`src/rtl/core/msqd_pkg.sv`:
```
`timescale 1ns / 1ps
// ----------------------------------------------------------------------------
// msqd_pkg
// Shared types and constants of the multi-server queue dispatcher.
// ----------------------------------------------------------------------------
package msqd_pkg;

  localparam int unsigned DefServers     = 4;
  localparam int unsigned DefQueueDepth  = 16;
  localparam int unsigned ItemQueueDepth = 2;

  localparam int unsigned CustW    = 16;
  localparam int unsigned SelW     = 2;
  localparam int unsigned CfgW     = 3;
  localparam int unsigned StatusW  = 3;
  localparam int unsigned WaitOutW = 7;

  typedef enum logic {
    KIND_ARRIVAL = 1'b0,
    KIND_DEPART  = 1'b1
  } item_kind_e;

  typedef enum logic [StatusW-1:0] {
    ST_SERVED   = 3'd0,
    ST_QUEUED   = 3'd1,
    ST_DROPPED  = 3'd2,
    ST_DEP_IDLE = 3'd3,
    ST_DEP_NEXT = 3'd4,
    ST_DEP_NOOP = 3'd5
  } status_e;

  typedef enum logic {
    BK_EXEC  = 1'b0,
    BK_FETCH = 1'b1
  } back_state_e;

  typedef struct packed {
    item_kind_e       kind;
    logic [CustW-1:0] customer;
    logic [SelW-1:0]  sel;
  } item_t;

  typedef struct packed {
    logic  valid;
    item_t item;
  } queued_item_t;

endpackage

```
`src/rtl/core/msqd_front.sv`:
```
`timescale 1ns / 1ps
// ----------------------------------------------------------------------------
// msqd_front
// Accepts requests, classifies them and holds them in a short item queue.
// ----------------------------------------------------------------------------
module msqd_front import msqd_pkg::*; (
  input  logic             clk_i,
  input  logic             rst_ni,
  input  logic             in_valid_i,
  output logic             in_stall_o,
  input  logic             cmd_i,
  input  logic [CustW-1:0] customer_id_i,
  input  logic [SelW-1:0]  server_sel_i,
  input  logic             pop_i,
  output queued_item_t     head_o
);

  localparam int unsigned IqAw = (ItemQueueDepth > 1) ? $clog2(ItemQueueDepth) : 1;

  item_t           slot_q [ItemQueueDepth];
  logic [IqAw-1:0] wr_ptr_q, wr_ptr_d;
  logic [IqAw-1:0] rd_ptr_q, rd_ptr_d;
  logic [IqAw:0]   fill_q, fill_d;
  logic            push;
  item_t           new_item;

  function automatic logic [IqAw-1:0] ptr_inc(input logic [IqAw-1:0] p);
    return (p == IqAw'(ItemQueueDepth - 1)) ? '0 : p + 1'b1;
  endfunction

  // Classify: fields that the command ignores are cleared.
  always_comb begin
    new_item = '0;
    if (cmd_i) begin
      new_item.kind = KIND_DEPART;
      new_item.sel  = server_sel_i;
    end else begin
      new_item.kind     = KIND_ARRIVAL;
      new_item.customer = customer_id_i;
    end
  end

  assign in_stall_o = (fill_q == (IqAw + 1)'(ItemQueueDepth));
  assign push       = in_valid_i && !in_stall_o;

  always_comb begin
    wr_ptr_d = push  ? ptr_inc(wr_ptr_q) : wr_ptr_q;
    rd_ptr_d = pop_i ? ptr_inc(rd_ptr_q) : rd_ptr_q;
    case ({push, pop_i})
      2'b10:   fill_d = fill_q + 1'b1;
      2'b01:   fill_d = fill_q - 1'b1;
      default: fill_d = fill_q;
    endcase
  end

  always_ff @(posedge clk_i or negedge rst_ni) begin
    if (!rst_ni) begin
      wr_ptr_q <= '0;
      rd_ptr_q <= '0;
      fill_q   <= '0;
    end else begin
      wr_ptr_q <= wr_ptr_d;
      rd_ptr_q <= rd_ptr_d;
      fill_q   <= fill_d;
    end
  end

  always_ff @(posedge clk_i) begin
    if (push) begin
      slot_q[wr_ptr_q] <= new_item;
    end
  end

  assign head_o.valid = (fill_q != '0);
  assign head_o.item  = slot_q[rd_ptr_q];

endmodule

```
`src/rtl/core/msqd_back.sv`:
```
`timescale 1ns / 1ps
// ----------------------------------------------------------------------------
// msqd_back
// Executes requests: server and queue state, queue store, result register.
// ----------------------------------------------------------------------------
module msqd_back import msqd_pkg::*; #(
  parameter int unsigned SERVERS     = DefServers,
  parameter int unsigned QUEUE_DEPTH = DefQueueDepth
) (
  input  logic                clk_i,
  input  logic                rst_ni,
  input  logic [CfgW-1:0]     active_servers_i,
  input  queued_item_t        head_i,
  output logic                pop_o,
  output logic                out_valid_o,
  input  logic                out_stall_i,
  output logic [StatusW-1:0]  status_o,
  output logic [SelW-1:0]     server_idx_o,
  output logic [SelW-1:0]     queue_index_o,
  output logic [CustW-1:0]    started_customer_o,
  output logic [CustW-1:0]    departed_customer_o,
  output logic [WaitOutW-1:0] waiting_total_o
);

  localparam int unsigned SrvW       = (SERVERS > 1) ? $clog2(SERVERS) : 1;
  localparam int unsigned TreeLeaves = 1 << SrvW;
  localparam int unsigned PtrW       = $clog2(QUEUE_DEPTH);
  localparam int unsigned CntW       = $clog2(QUEUE_DEPTH + 1);
  localparam int unsigned WaitW      = $clog2(SERVERS * QUEUE_DEPTH + 1);
  localparam int unsigned MemAw      = SrvW + PtrW;
  localparam int unsigned MemDepth   = 1 << MemAw;
  localparam int unsigned NactW      = SrvW + 1;

  // Server and queue state
  logic [SERVERS-1:0] busy_q;
  logic [CustW-1:0]   cust_q [SERVERS];
  logic [PtrW-1:0]    head_q [SERVERS];
  logic [PtrW-1:0]    tail_q [SERVERS];
  logic [CntW-1:0]    cnt_q  [SERVERS];
  logic [WaitW-1:0]   waiting_q;

  // Queue store
  logic [CustW-1:0]   mem [MemDepth];
  logic [CustW-1:0]   rd_q;
  logic               mem_we, mem_re;
  logic [MemAw-1:0]   wr_addr, rd_addr;

  back_state_e        state_q, state_d;
  logic [SrvW-1:0]    pend_sel_q;
  logic               out_free, exec_go, fetch_go;

  // Search results
  logic [NactW-1:0]   n_act;
  logic [SERVERS-1:0] act;
  logic               idle_found, pull_found;
  logic [SrvW-1:0]    idle_idx, pull_idx, min_idx, sel_w;
  logic               min_full, sel_ok;
  logic [CntW:0]      leaf_key [TreeLeaves];
  logic [CntW:0]      key  [1:2*TreeLeaves-1];
  logic [SrvW-1:0]    kidx [1:2*TreeLeaves-1];

  // Resolved result of the item at the head of the queue
  status_e            res_status;
  logic [SelW-1:0]    res_srv, res_q;
  logic [CustW-1:0]   res_started, res_departed;
  logic [WaitW-1:0]   res_wait;

  // Result register
  logic               out_valid_q;
  status_e            out_status_q;
  logic [SelW-1:0]    out_srv_q, out_q_q;
  logic [CustW-1:0]   out_started_q, out_departed_q;
  logic [WaitW-1:0]   out_wait_q;

  function automatic logic [PtrW-1:0] ptr_inc(input logic [PtrW-1:0] p);
    return (p == PtrW'(QUEUE_DEPTH - 1)) ? '0 : p + 1'b1;
  endfunction

  // Out-of-range register values clamp to 1..SERVERS
  always_comb begin
    if (active_servers_i == '0) begin
      n_act = NactW'(1);
    end else if (int'(active_servers_i) > int'(SERVERS)) begin
      n_act = NactW'(SERVERS);
    end else begin
      n_act = NactW'(active_servers_i);
    end
    for (int i = 0; i < SERVERS; i++) begin
      act[i] = (NactW'(i) < n_act);
    end
  end

  // Lowest idle active server; lowest non-empty active queue
  always_comb begin
    idle_found = 1'b0;
    idle_idx   = '0;
    pull_found = 1'b0;
    pull_idx   = '0;
    for (int i = SERVERS - 1; i >= 0; i--) begin
      if (act[i] && !busy_q[i]) begin
        idle_found = 1'b1;
        idle_idx   = SrvW'(i);
      end
      if (act[i] && (cnt_q[i] != '0)) begin
        pull_found = 1'b1;
        pull_idx   = SrvW'(i);
      end
    end
  end

  // Shortest active queue: compare tree, inactive leaves carry the top bit
  for (genvar g = 0; g < TreeLeaves; g++) begin : g_leaf
    if (g < SERVERS) begin : g_real
      assign leaf_key[g] = act[g] ? {1'b0, cnt_q[g]} : {1'b1, {CntW{1'b0}}};
    end else begin : g_pad
      assign leaf_key[g] = {1'b1, {CntW{1'b0}}};
    end
  end

  always_comb begin
    for (int l = 0; l < TreeLeaves; l++) begin
      key[TreeLeaves + l]  = leaf_key[l];
      kidx[TreeLeaves + l] = SrvW'(l);
    end
    for (int n = TreeLeaves - 1; n >= 1; n--) begin
      // ties keep the left (lower) index
      if (key[2*n+1] < key[2*n]) begin
        key[n]  = key[2*n+1];
        kidx[n] = kidx[2*n+1];
      end else begin
        key[n]  = key[2*n];
        kidx[n] = kidx[2*n];
      end
    end
  end

  assign min_idx  = kidx[1];
  assign min_full = (key[1][CntW-1:0] == CntW'(QUEUE_DEPTH));

  assign sel_w  = SrvW'(head_i.item.sel);
  assign sel_ok = (int'(head_i.item.sel) < int'(n_act)) && busy_q[sel_w];

  always_comb begin
    res_status   = ST_DEP_NOOP;
    res_srv      = '0;
    res_q        = '0;
    res_started  = '0;
    res_departed = '0;
    res_wait     = waiting_q;
    case (head_i.item.kind)
      KIND_ARRIVAL: begin
        if (idle_found) begin
          res_status  = ST_SERVED;
          res_srv     = SelW'(idle_idx);
          res_started = head_i.item.customer;
        end else begin
          res_q = SelW'(min_idx);
          if (min_full) begin
            res_status = ST_DROPPED;
          end else begin
            res_status = ST_QUEUED;
            res_wait   = waiting_q + 1'b1;
          end
        end
      end
      KIND_DEPART: begin
        res_srv = head_i.item.sel;
        if (sel_ok) begin
          res_departed = cust_q[sel_w];
          if (pull_found) begin
            res_status = ST_DEP_NEXT;
            res_q      = SelW'(pull_idx);
            res_wait   = waiting_q - 1'b1;
          end else begin
            res_status = ST_DEP_IDLE;
          end
        end
      end
      default: res_status = ST_DEP_NOOP;
    endcase
  end

  // Sequencer: next state
  always_comb begin
    state_d = state_q;
    case (state_q)
      BK_EXEC:  if (exec_go && (res_status == ST_DEP_NEXT)) state_d = BK_FETCH;
      BK_FETCH: state_d = BK_EXEC;
      default:  state_d = BK_EXEC;
    endcase
  end

  // Sequencer: outputs
  assign out_free = !out_valid_q || !out_stall_i;

  always_comb begin
    exec_go  = 1'b0;
    fetch_go = 1'b0;
    case (state_q)
      BK_EXEC:  exec_go  = head_i.valid && out_free;
      BK_FETCH: fetch_go = 1'b1;
      default:  exec_go  = 1'b0;
    endcase
  end

  assign pop_o   = exec_go;
  assign mem_we  = exec_go && (res_status == ST_QUEUED);
  assign mem_re  = exec_go && (res_status == ST_DEP_NEXT);
  assign wr_addr = {min_idx, tail_q[min_idx]};
  assign rd_addr = {pull_idx, head_q[pull_idx]};

  always_ff @(posedge clk_i) begin
    if (mem_we) begin
      mem[wr_addr] <= head_i.item.customer;
    end
    if (mem_re) begin
      rd_q <= mem[rd_addr];
    end
  end

  always_ff @(posedge clk_i or negedge rst_ni) begin
    if (!rst_ni) begin
      state_q     <= BK_EXEC;
      busy_q      <= '0;
      waiting_q   <= '0;
      out_valid_q <= 1'b0;
      for (int i = 0; i < SERVERS; i++) begin
        head_q[i] <= '0;
        tail_q[i] <= '0;
        cnt_q[i]  <= '0;
      end
    end else begin
      state_q <= state_d;
      if (exec_go) begin
        waiting_q   <= res_wait;
        out_valid_q <= (res_status != ST_DEP_NEXT);
        case (res_status)
          ST_SERVED:   busy_q[idle_idx] <= 1'b1;
          ST_QUEUED: begin
            tail_q[min_idx] <= ptr_inc(tail_q[min_idx]);
            cnt_q[min_idx]  <= cnt_q[min_idx] + 1'b1;
          end
          ST_DEP_IDLE: busy_q[sel_w] <= 1'b0;
          ST_DEP_NEXT: begin
            head_q[pull_idx] <= ptr_inc(head_q[pull_idx]);
            cnt_q[pull_idx]  <= cnt_q[pull_idx] - 1'b1;
          end
          default: ;
        endcase
      end else if (fetch_go) begin
        out_valid_q <= 1'b1;
      end else if (!out_stall_i) begin
        out_valid_q <= 1'b0;
      end
    end
  end

  // Payload registers
  always_ff @(posedge clk_i) begin
    if (exec_go) begin
      out_status_q   <= res_status;
      out_srv_q      <= res_srv;
      out_q_q        <= res_q;
      out_started_q  <= res_started;
      out_departed_q <= res_departed;
      out_wait_q     <= res_wait;
      pend_sel_q     <= sel_w;
      if (res_status == ST_SERVED) begin
        cust_q[idle_idx] <= head_i.item.customer;
      end
    end else if (fetch_go) begin
      out_started_q      <= rd_q;
      cust_q[pend_sel_q] <= rd_q;
    end
  end

  assign out_valid_o         = out_valid_q;
  assign status_o            = out_status_q;
  assign server_idx_o        = out_srv_q;
  assign queue_index_o       = out_q_q;
  assign started_customer_o  = out_started_q;
  assign departed_customer_o = out_departed_q;
  assign waiting_total_o     = WaitOutW'(out_wait_q);

endmodule

```
`src/rtl/core/multi_server_queue_dispatcher_top.sv`:
```
`timescale 1ns / 1ps
// ----------------------------------------------------------------------------
// multi_server_queue_dispatcher_top
// Join-idle-then-shortest-queue dispatcher: front end with item queue,
// execution back end, active-server register.
// ----------------------------------------------------------------------------
//
//   channel  | handshake               | payload
//   ---------+-------------------------+------------------------------------
//   in       | in_valid_i / in_stall_o | cmd_i, customer_id_i, server_sel_i
//   out      | out_valid_o/out_stall_i | status_o, server_idx_o,
//            |                         | queue_index_o, started_customer_o,
//            |                         | departed_customer_o, waiting_total_o
//   cfg      | cfg_valid_i/cfg_ready_o | cfg_data_i (active servers)
//
// An arrival or a departure that pulls no one is done in the back end's
// execute state; a departure that pulls a waiting customer also passes
// through the fetch state, for the registered read of the queue store. A
// request reaches the back end through a 2-entry item queue; in_stall_o
// rises when it is full. The back end waits while out_stall_i holds a
// result; a new one can load at the edge that takes the old. After reset
// all servers are idle and all queues empty; there is no clearing pass.
//
module multi_server_queue_dispatcher_top import msqd_pkg::*; #(
  parameter int unsigned SERVERS     = DefServers,
  parameter int unsigned QUEUE_DEPTH = DefQueueDepth
) (
  input  logic                clk_i,
  input  logic                rst_ni,
  // request channel
  input  logic                in_valid_i,
  output logic                in_stall_o,
  input  logic                cmd_i,
  input  logic [CustW-1:0]    customer_id_i,
  input  logic [SelW-1:0]     server_sel_i,
  // result channel
  output logic                out_valid_o,
  input  logic                out_stall_i,
  output logic [StatusW-1:0]  status_o,
  output logic [SelW-1:0]     server_idx_o,
  output logic [SelW-1:0]     queue_index_o,
  output logic [CustW-1:0]    started_customer_o,
  output logic [CustW-1:0]    departed_customer_o,
  output logic [WaitOutW-1:0] waiting_total_o,
  // configuration write channel
  input  logic                cfg_valid_i,
  output logic                cfg_ready_o,
  input  logic [CfgW-1:0]     cfg_data_i
);

  // Reset value is the full server count, saturated to the register width.
  localparam logic [CfgW-1:0] ActiveReset =
    CfgW'((SERVERS > ((1 << CfgW) - 1)) ? ((1 << CfgW) - 1) : SERVERS);

  logic [CfgW-1:0] active_servers_q;
  queued_item_t    head;
  logic            pop;

  // Writes must arrive only while the block is idle; the block does not enforce it, and the port is always open.
  assign cfg_ready_o = 1'b1;

  always_ff @(posedge clk_i or negedge rst_ni) begin
    if (!rst_ni) begin
      active_servers_q <= ActiveReset;
    end else if (cfg_valid_i && cfg_ready_o) begin
      active_servers_q <= cfg_data_i;
    end
  end

  // Front end: takes requests, classifies them, queues them
  msqd_front u_front (
    .clk_i         (clk_i),
    .rst_ni        (rst_ni),
    .in_valid_i    (in_valid_i),
    .in_stall_o    (in_stall_o),
    .cmd_i         (cmd_i),
    .customer_id_i (customer_id_i),
    .server_sel_i  (server_sel_i),
    .pop_i         (pop),
    .head_o        (head)
  );

  // Back end: searches, state update, queue store, result register
  msqd_back #(
    .SERVERS     (SERVERS),
    .QUEUE_DEPTH (QUEUE_DEPTH)
  ) u_back (
    .clk_i               (clk_i),
    .rst_ni              (rst_ni),
    .active_servers_i    (active_servers_q),
    .head_i              (head),
    .pop_o               (pop),
    .out_valid_o         (out_valid_o),
    .out_stall_i         (out_stall_i),
    .status_o            (status_o),
    .server_idx_o        (server_idx_o),
    .queue_index_o       (queue_index_o),
    .started_customer_o  (started_customer_o),
    .departed_customer_o (departed_customer_o),
    .waiting_total_o     (waiting_total_o)
  );

endmodule

```
`config.mk`:
```
export PLATFORM = sky130hd
export DESIGN_NAME = multi_server_queue_dispatcher_top
export DESIGN_NICKNAME = d
export VERILOG_FILES = /design/src/rtl/core/msqd_pkg.sv /design/src/rtl/core/msqd_front.sv /design/src/rtl/core/msqd_back.sv /design/src/rtl/core/multi_server_queue_dispatcher_top.sv
export SDC_FILE = /design/constraint.sdc
export NUM_CORES = 2
export LEC_CHECK = 0
export BUFFER_PORTS_ARGS = -buffer_cell sky130_fd_sc_hd__clkbuf_2
export CORE_MARGIN = 2
export CORE_UTILIZATION = 40
export DETAILED_ROUTE_END_ITERATION = 8
export PLACE_DENSITY_LB_ADDON = 0.1
export SLEW_MARGIN = 15
export SYNTH_ARGS = -nofsm -noshare
export SYNTH_HDL_FRONTEND = slang
export SYNTH_HIERARCHICAL = 1
export SYNTH_SLANG_ARGS = --single-unit
export TNS_END_PERCENT = 10
```
`constraint.sdc`:
```
create_clock -name clk_i -period 7.17 [get_ports clk_i]
set_input_delay 1.434 -clock clk_i [delete_from_list [all_inputs] [get_ports clk_i]]
set_output_delay 1.434 -clock clk_i [all_outputs]
set_load 0.01 [all_outputs]
```
==> reports/metrics.yaml <==
placement:
  io_buffer_count: 74
  gp_congestion: 0.885
  hpwl_microns: 112000
clock_network:
  clkTransAtPathRegs_ns: 0.06
  clock_sinks: 1262
  clk_latency_ns: 0.77
  cts_setup_buffers: 0
  cts.path.max_buffers: 3
  cts_hold_buf: 0
  numCtsBuffers: 140
  cts_resized: 0
  cts_tree: "yes"
  cts-root-buf: "clkbuf_16"
  h-tree-depth: 4
grt:
  grt_pass1_wl_microns: 243000
  grt_pass1_vias: 31900
  grt_usage_pct: 25.9
  antenna_found_initial: 5
  gr-total-overflow: 0
  grt_max_degree: 109
finish:
  final_util_pct: 46.0
  fillerInstances: 11600
  drive_gt1_share_pct: 14.4
  areaGrowthSynthToFinish_pct: 14.0
  nNetsFinal: 3959
yosys:
  synth_top_area_share_pct: 68.4
  synth_xor_area_share_pct: 0.436
  synthAdderAreaFrac_pct: 0.527
  muxShareOfSynthArea_pct: 5.88
  synthCells: 3724
  ys_types: 86
  post-synth-top-count-cell: "edfxtp_1"
  syn_avg_cell_area_sq_um: 14.0
  synthTopCellsByCount: "edfxtp_1 (1,190), nand2_1 (753), nand3_1 (272)"
  synth_area_sq_um: 52200
  yosysSeqAreaShare_pct: 71.9
  yosysWarnings: 6
  synth_top_family_by_area: "simple AND/OR/NAND/NOR gates"
  synthSimpleGateAreaFrac_pct: 12.3
  ys.flop_type: "edfxtp_1"
  yosys.area.top_type: "edfxtp_1"
  synth_compound_area_share_pct: 6.70
  synth_fp_nets: 3773
  synth_edf_count: 1190
  synth_seq_cells: 1262
  async_flop_share_pct: 5.71
  yosys-top-cells-area: "edfxtp_1 (68%), nand2_1 (5.4%), mux2i_1 (3.5%)"
detailed_routing:
  num_vias: 33200
  wirelength_microns: 173000
  first_pass_iters: 5
  vias_per_cell: 5.76
  ant_nets: 0
  drt-initial-drc-count: 3862
  wl_per_cell_microns: 30.0
  drc: 0
timing:
  relSlewSlack_pct: 18.3
  holdWs_ns: 0.479
  min_period_ns: 6.72
  rsz0062_at_grt: "no"
  fmax_mhz: 149
  setup_tns_ns: 0
  fin_skew_ns: 0.0251
  drv_slew: 0
  period_share_pct: 93.8
  setup_viol: 0
  tightest_slew_ns: 1.23
  hold_viol: 0
floorplan:
  io_pins: 76
  rows: 132
  start_util_pct: 40.3
  die_width_microns: 365
  core_area_sq_um: 129000
  fp.dieH_microns: 365
  dieArea_sq_um: 133000
setup_path:
  required_ns: 7.63
  worstSetupStartpointType: "flop"
  crit_fanout: 12
  critPathTopFamily: "simple AND/OR/NAND/NOR gates"
  slowest_delay_ns: 0.78
  worst_ep_arrival_time_ns: 7.19
  cp_cell_sequence: "nor2_2 -> nor2b_1 -> ha_1 -> a21o_1 -> a211o_1 -> nor2_1 -> a21oi_1 -> ha_1 -> a21o_1 -> a21o_1 -> a21oi_1 -> nand2_1 -> o31ai_4 -> mux2i_1 -> nand3_1 -> nor2_1 -> buf_4"
  path_class: "reg2reg"
  endpoint_kind: "flop"
  crit_slowest_cell: "nand3_1"
  cpMostUsedCell: "a21o_1"
  crit_buf_inv: 1
flow_run:
  maxCapViolCount: 0
power:
  ir_worst_vdd_mv: 0.380
  p_per_area_nw_per_um2: 493
  leakagePower_nw: 20.3
status:
  status: "finished, final reports clean"
hold_path:
  hp-class: "reg2reg"
state kept, by name (all words and copies together) (netlist names), 7 cells and up:
| name | flops |
|---|---|
| u_back/waiting_q | 7 |
| u_back/tail_q | 16 |
| u_back/started_customer_o | 16 |
| u_back/departed_customer_o | 16 |
| u_back/cust_q | 64 |
| u_back/head_q | 16 |
| u_back/mem | 1024 |
| u_back/cnt_q | 20 |
| u_back/rd_q | 16 |
| u_back/waiting_total_o | 7 |
| u_front/slot_q | 38 |
metal layers:
layer  vias up  global-route usage, %  share of wire (%)
li1      14600                      -                  -
met1     17000                   36.2                 43
met2      1353                   40.6                 46
met3       248                   4.35                6.9
met4         2                   9.70                3.8
met5         -                      0             0.0075
report_power, final:
group	total, mW	switching, mW	internal (mW)
combinational	12.4	9.07	3.29
sequential	10.2	0.449	9.71
clock	6.83	2.90	3.93
through the flow:
| stage | area (sq um) | setup WS [ns] | std cells | total power [mW] |
|---|---|---|---|---|
| 3_3_place_gp | 55200 | 0.816 | 5509 | 22.6 |
| 6_report | 59500 | 0.446 | 5761 | 29.3 |
| 3_5_place_dp | 55200 | 0.589 | 5510 | 22.6 |
| 4_1_cts | 59500 | 0.587 | 5759 | 29.4 |
| 5_1_grt | 59500 | 0.0337 | 5759 | 30.5 |
| 2_1_floorplan | 52200 | 0.870 | 3724 | 17.1 |
final timing paths:
| path | endpoint | start | slack [ns] | depth (start not counted) |
|---|---|---|---|---|
| setup / recovery | u_back/mem[9][10]$_DFFE_PP_ | active_servers_q[1]$_DFFE_PN0P_ | 0.45 | 17 |
| hold / removal | u_back/tail_q[5]$_DFFE_PN0P_ | u_back/tail_q[5]$_DFFE_PN0P_ | 0.48 | 2 |
| setup reg to reg | u_back/mem[9][10]$_DFFE_PP_ | active_servers_q[1]$_DFFE_PN0P_ | 0.45 | 17 |
| hold reg to reg | u_back/tail_q[5]$_DFFE_PN0P_ | u_back/tail_q[5]$_DFFE_PN0P_ | 0.48 | 2 |
| max in group asynchronous | u_back/head_q[8]$_DFFE_PN0P_ | rst_ni | 5.58 | 2 |
| min in group asynchronous | u_back/cnt_q[7]$_DFFE_PN0P_ | rst_ni | 0.58 | 1 |
layout by cell type, fill, tap and decap left out, types with 14 or more instances in the layout:
cell / n
edfxtp_1: 1190
nand2_1: 753
nand3_1: 272
mux2i_1: 181
buf_4: 166
clkbuf_16: 146
a21oi_1: 109
nor2_1: 102
mux2_2: 75
clkbuf_2: 73
dfrtp_1: 71
nand4_1: 54
o21ai_0: 40
a31oi_1: 39
a32oi_1: 38
o22ai_1: 35
clkbuf_1: 34
inv_1: 32
a22o_1: 32
nor3_1: 31
clkinv_1: 30
nor4_1: 27
and2_1: 26
a221oi_1: 26
nor2b_1: 25
clkinv_2: 24
and3_1: 24
ha_1: 22
a211oi_1: 19
a22oi_1: 18
mux4_2: 17
or3_1: 16
nor2_2: 15
xor2_1: 15
a2111oi_0: 14
area by class of cell:
type | instances | area, sq um | area share, %
antenna | 2 | 5.00 | 0.00841
inverter | 36 | 145 | 0.244
clock inverter | 69 | 502 | 0.843
multi-input combinational | 2222 | 13600 | 22.8
sequential | 1262 | 37500 | 63.1
tap | 1742 | 2180 | 3.66
timing repair buffer | 248 | 1780 | 3.00
clock buffer | 180 | 3780 | 6.35
logic make-up after synthesis:
kind of cell | count (synthesis)
xor gates and xnor gates | 26
adders and majority gates | 22
AOI/OAI and AO/OA | 484
other | 2
DFF | 1262
muxes | 276
buffers and inverters | 240
and+or+nand+nor | 1412
worst reg2reg max path, stage by stage, from the launching register on:
cell	delay (ns)
dfrtp_1	0.49
nor2_2	0.43
nor2b_1	0.11
ha_1	0.31
a21o_1	0.18
a211o_1	0.32
nor2_1	0.41
a21oi_1	0.23
ha_1	0.35
a21o_1	0.18
a21o_1	0.17
a21oi_1	0.20
nand2_1	0.13
o31ai_4	0.49
mux2i_1	0.71
nand3_1	0.78
nor2_1	0.62
buf_4	0.30
Power figures use the tool's default switching activity.
